===== src/design/ssb_pkg.sv =====
// shared types and constants of the seam smoothstep blend
package ssb_pkg;

  // field widths
  localparam int COORD_W = 12;
  localparam int CHAN_W  = 12;
  localparam int DIM_W   = 13;

  // configuration port
  localparam int CFG_IDX_W  = 3;
  localparam int CFG_DATA_W = 13;

  localparam logic [CFG_IDX_W-1:0] REG_SEAM_X       = 3'd0;
  localparam logic [CFG_IDX_W-1:0] REG_SEAM_Y       = 3'd1;
  localparam logic [CFG_IDX_W-1:0] REG_SEAM_WIDTH   = 3'd2;
  localparam logic [CFG_IDX_W-1:0] REG_SEAM_HEIGHT  = 3'd3;
  localparam logic [CFG_IDX_W-1:0] REG_RAMP_ALONG_X = 3'd4;
  localparam logic [CFG_IDX_W-1:0] REG_IMAGE_WIDTH  = 3'd5;
  localparam logic [CFG_IDX_W-1:0] REG_IMAGE_HEIGHT = 3'd6;

  // largest image dimension the bounds check accepts
  localparam logic [DIM_W:0] MAX_DIM = 14'd4096;

  localparam logic [DIM_W-1:0] RESET_IMAGE_DIM = 13'd4096;

  // ramp arithmetic, 65536 is 1.0
  localparam int Q_W    = 17;
  localparam int TSQ_W  = 33;
  localparam int LIN_W  = 18;
  localparam int PROD_W = 49;
  localparam int REM_W  = DIM_W + 1;

  localparam logic [LIN_W-1:0]  THREE_Q16  = 18'd196608;
  localparam logic [PROD_W-1:0] ROUND_HALF = 49'h0_0000_8000_0000;

  // divider pipeline shape
  localparam int DIV_STEPS  = 4;
  localparam int DIV_STAGES = (Q_W + DIV_STEPS - 1) / DIV_STEPS;

  typedef struct packed {
    logic [COORD_W-1:0] off_x;
    logic [COORD_W-1:0] off_y;
    logic [CHAN_W-1:0]  first_red;
    logic [CHAN_W-1:0]  first_green;
    logic [CHAN_W-1:0]  first_blue;
    logic [CHAN_W-1:0]  second_red;
    logic [CHAN_W-1:0]  second_green;
    logic [CHAN_W-1:0]  second_blue;
  } in_item_t;

  typedef struct packed {
    logic [COORD_W-1:0] pix_x;
    logic [COORD_W-1:0] pix_y;
    logic [CHAN_W-1:0]  blend_red;
    logic [CHAN_W-1:0]  blend_green;
    logic [CHAN_W-1:0]  blend_blue;
  } out_item_t;

endpackage


===== src/design/ssb_divider.sv =====
// pipelined restoring divider for the ramp position, up to four quotient bits per stage
module ssb_divider (
  input  logic                         clk,
  input  logic                         en,
  input  logic [ssb_pkg::COORD_W-1:0]  pos,
  input  logic [ssb_pkg::DIM_W-1:0]    denom,
  output logic [ssb_pkg::Q_W-1:0]      quot
);

  localparam int STAGES = ssb_pkg::DIV_STAGES;
  localparam int STEPS  = ssb_pkg::DIV_STEPS;
  localparam int REM_W  = ssb_pkg::REM_W;
  localparam int DIM_W  = ssb_pkg::DIM_W;
  localparam int Q_W    = ssb_pkg::Q_W;

  logic [REM_W-1:0] rem_q  [STAGES];
  logic [DIM_W-1:0] den_q  [STAGES];
  logic [Q_W-1:0]   quo_q  [STAGES];

  logic [REM_W-1:0] rem_in [STAGES];
  logic [DIM_W-1:0] den_in [STAGES];
  logic [Q_W-1:0]   quo_in [STAGES];

  logic [REM_W-1:0] rem_next [STAGES];
  logic [Q_W-1:0]   quo_next [STAGES];

  // stage sources: the ports for the first stage, the previous stage otherwise
  always_comb begin
    rem_in[0] = REM_W'(pos);
    den_in[0] = denom;
    quo_in[0] = '0;
    for (int g = 1; g < STAGES; g++) begin
      rem_in[g] = rem_q[g-1];
      den_in[g] = den_q[g-1];
      quo_in[g] = quo_q[g-1];
    end
  end

  // compare, subtract, shift; the first step yields the integer bit of the ramp
  always_comb begin
    for (int g = 0; g < STAGES; g++) begin
      rem_next[g] = rem_in[g];
      quo_next[g] = quo_in[g];
      for (int k = 0; k < STEPS; k++) begin
        if (g * STEPS + k < Q_W) begin
          if (rem_next[g] >= REM_W'(den_in[g])) begin
            rem_next[g] = rem_next[g] - REM_W'(den_in[g]);
            quo_next[g] = {quo_next[g][Q_W-2:0], 1'b1};
          end else begin
            quo_next[g] = {quo_next[g][Q_W-2:0], 1'b0};
          end
          rem_next[g] = {rem_next[g][REM_W-2:0], 1'b0};
        end
      end
    end
  end

  always_ff @(posedge clk) begin
    if (en) begin
      for (int g = 0; g < STAGES; g++) begin
        rem_q[g] <= rem_next[g];
        den_q[g] <= den_in[g];
        quo_q[g] <= quo_next[g];
      end
    end
  end

  assign quot = quo_q[STAGES-1];

endmodule


===== config.mk =====
export PLATFORM = sky130hd
export DESIGN_NAME = ssb_divider
export DESIGN_NICKNAME = d
export VERILOG_FILES = /design/src/design/ssb_pkg.sv /design/src/design/ssb_divider.sv
export SDC_FILE = /design/constraint.sdc
export NUM_CORES = 1
export LEC_CHECK = 0
export ABC_AREA = 1
export ABC_CLOCK_PERIOD_IN_PS = 8500
export BUFFER_PORTS_ARGS = -buffer_cell sky130_fd_sc_hd__buf_4
export CORE_MARGIN = 4
export CORE_UTILIZATION = 45
export DETAILED_ROUTE_END_ITERATION = 7
export GPL_TIMING_DRIVEN = 0
export PLACE_DENSITY_LB_ADDON = 0.12
export SLEW_MARGIN = 20
export SYNTH_ARGS = -nofsm -noshare
export SYNTH_HDL_FRONTEND = slang
export SYNTH_SLANG_ARGS = --single-unit

===== constraint.sdc =====
create_clock -name clk -period 8.5 [get_ports clk]
set_input_delay 1.7 -clock clk [delete_from_list [all_inputs] [get_ports clk]]
set_output_delay 1.7 -clock clk [all_outputs]
set_load 0.02 [all_outputs]

==> summary.md <==
| Metric | Value |
|---|---|
| Critical Path End Type | register |
| Max Slew Vio Count | 0 |
| IO Count | 44 |
| CTS clk-pin slew, worst paths | 0.06 ns |
| Async SR Flop Fraction | 0% |
| Flops & latches, synth | 161 |
| Clock latency on the worst-skew pair | 0.44 ns |
| Vias in the first global route | 14740 |
| Internal reg-to-reg setup slack | 0.61 ns |
| Most frequent cells in the layout | 676 x nand2_1, 231 x inv_1, 186 x ha_1, 161 x edfxtp_1, 149 x buf_4 |
| Initial Utilization | 45.61% |
| Netlist cell types | 47 |
| Reg-to-Reg Start | den_q[0][37] |
| Worst EP required | 8.79 ns |
| Largest net degree at the start of global routing | 89 |
| TritonCTS clock tree | done |
| Post-layout min period | 8.149 ns |
| Worst-path maximum fanout | 10 |
| Area growth from synthesis to layout | 17.07% |
| FMAX | 0.1227 GHz |
| Main synth FF type | edfxtp_1 |
| Critical Path Start Type | input pin |
| Yosys top cell by area | edfxtp_1 |
| Commonest non-fill, non-tap cell in the layout | nand2_1 |
| Hold Violations, Final | 0 |
| First-pass DRT Iterations | 5 |
| Yosys warning count | 0 |
| Syn Area/Cell | 7.443 um2 |
| Crit path from | denom[11] |
| Routed vias | 15580 |
| Reg2Reg Depth | 47 |
| Outcome | complete, no violations |
| Post-synth EDFFs | 161 |
| Critical path class | in2reg |
| Max Buffers Root-to-Sink | 2 |
| Synth Instances | 2303 |
| Number of clock sinks | 161 |
| Die extent in x | 203.2 um |
| Area contributors post-synth | edfxtp_1 28%, ha_1 15%, nand2_1 15%, inv_1 5.8%, xor2_1 4.8% |
| Die H | 203.2 um |
| Hold Path Class | reg2reg |
| PortBufs | 43 |
| Fillers | 3551 |
| H-tree Lvls | 4 |
| Syn Nets | 2543 |
| RePlAce Congestion | 0.9172 |
| TritonCTS buffer count | 17 |
| Slew headroom | 58.30% |
| Worst hold stages | 0 |
| Post-Route WL | 46.60 mm |
| Fin util | 53.40% |
| Setup Skew | 0.01477 ns |
| Row count | 71 |
| Yosys top cell area share | 28.21% |
| Crit-path max cell delay | 0.36 ns |
| Post-DR wirelength/cell | 15.58 um |
| Seq/Total Area, Yosys | 28.21% |
| Root Driver | clkbuf_16 |
| Vias per cell | 5.210 |
| Max-cap violations | 0 |
| Crit share post-route | 95.87% |
| Nets | 2708 |
| WHS | 0.4191 ns |
| Crit path to | rem_q[0][1] |
| DRT iter0 DRCs | 943 |
| Hpwl dp | 36.42 mm |
| Post-Synthesis Cell Area | 0.01714 mm2 |
| Slowest cell on crit path | ha_1 |
| Total GRT Usage | 22.01% |
| Worst path most repeated cell | nand2_1 |
| Worst R2R End | rem_q[0][44] |
| Setup-failing EPs final | 0 |
| Total die area | 0.04128 mm2 |
| Slew @ Worst Pin | 0.6202 ns |
| Layout cells sized above 1 | 16.49% |
| GRT overflow | 0 |
| WP data arrival | 8.44 ns |
| Post-CTS Hold Fix Bufs | 0 |
| Initial antenna violation count | 0 |
| Total core area | 0.03758 mm2 |
| First-pass GRT wire length | 74.04 mm |
| DR DRC count | 0 |
| Post-route ant nets | 0 |
| Ant. Diodes | 0 |
-- kinds of logic after synthesis --
logic type,count (synthesis),share of synthesized area (%)
buffers and inverters,311,7.723
XOR/XNOR,165,8.431
flip-flops,161,28.21
AO/OA/AOI/OAI,410,13.71
adder cells (fa/ha/maj),213,15.77
AND/OR/NAND/NOR,1043,26.16
-- stage by stage --
stage | instances | setup slack, ns | setup TNS, ns | cell area (um2)
2_1_floorplan | 2303 | 0.3266 | 0 | 17140
3_3_place_gp | 2857 | -1.170 | -15.56 | 18100
3_5_place_dp | 2858 | -1.228 | -16.92 | 18140
4_1_cts | 2897 | 0.003650 | 0 | 18950
5_1_grt | 2991 | -0.09344 | -0.8574 | 20070
6_report | 2991 | 0.3507 | 0 | 20070
-- sequential cells by signal, summed over array words and instances (netlist names) --
signal / flops
den_q: 52
rem_q: 52
quo_q: 57
-- worst min-delay path by stage --
stage                             from      endpoint  slack, ns
after floorplan            quo_q[0][0]  quo_q[0][21]       0.40
after global placement    quo_q[0][41]  quo_q[0][62]       0.40
after detailed placement  quo_q[0][43]  quo_q[0][64]       0.41
after CTS                 quo_q[0][19]  quo_q[0][40]       0.42
after global routing      quo_q[0][53]  quo_q[0][71]       0.43
final                     quo_q[0][19]  quo_q[0][40]       0.42
-- layer usage --
| layer | part of all wire [%] | wire, um | track usage (%) |
|---|---|---|---|
| met3 | 3.3 | 1519 | 2.544 |
| met4 | 2.0 | 946 | 5.493 |
| met5 | 0 | 0 | 0 |
| met2 | 47 | 21790 | 37.00 |
| met1 | 48 | 22340 | 30.45 |
-- worst max-delay path, delay by kind of cell --
kind                     cells  cell delay, ns
AO/OA/AOI/OAI               12            1.67
adder cells (fa/ha/maj)      4            1.29
buffers and inverters       11            1.32
AND/OR/NAND/NOR             24            2.42
-- cells in the mapped netlist (2+ instances only) --
cell,n
o21ai_2,13
a31oi_1,16
clkbuf_1,2
buf_6,14
xnor2_1,72
buf_4,12
nand3_2,14
edfxtp_1,161
a21o_1,21
o221ai_1,5
nor3_1,15
ha_1,208
or2_1,4
nand3b_1,4
fa_1,5
a21oi_1,158
inv_2,10
xor2_1,93
nand3_1,116
nand2_2,12
o21a_1,3
buf_2,5
o21ai_0,118
a21boi_0,3
o21bai_1,18
inv_1,267
a211oi_1,6
and2_1,7
o31ai_1,3
or2_2,5
nand4_1,30
a221oi_1,3
nand2_1,683
nor2_1,128
nor2_2,10
nand3_4,4
o2111ai_1,5
a21oi_2,8
nor2_4,9
o21ai_1,26
-- final cells by class --
| type | count | area, um2 | share of cell area, % |
|---|---|---|---|
| multi-input cells | 1831 | 11480 | 57.22 |
| inverters | 278 | 1111 | 5.537 |
| clock inverters | 14 | 110.1 | 0.5487 |
| clock buffers | 17 | 425.4 | 2.120 |
| well taps | 511 | 639.4 | 3.186 |
| repair buffers | 145 | 1135 | 5.656 |
| flip-flops and latches | 161 | 4835 | 24.09 |
| repair inverters | 1 | 5.005 | 0.02494 |
| plain buffers | 33 | 322.8 | 1.609 |
-- what timing repair did --
action                                  in CTS  in global routing
resized for setup                           42                136
endpoints found under the setup margin      27                 56
gates cloned                                 0                  4
setup buffers                                8                 90
pin swaps                                    5                 54
Power is left out: the tool's default activity adds up to more than one toggle a clock period on the data nets, which glitch-free logic cannot reach.
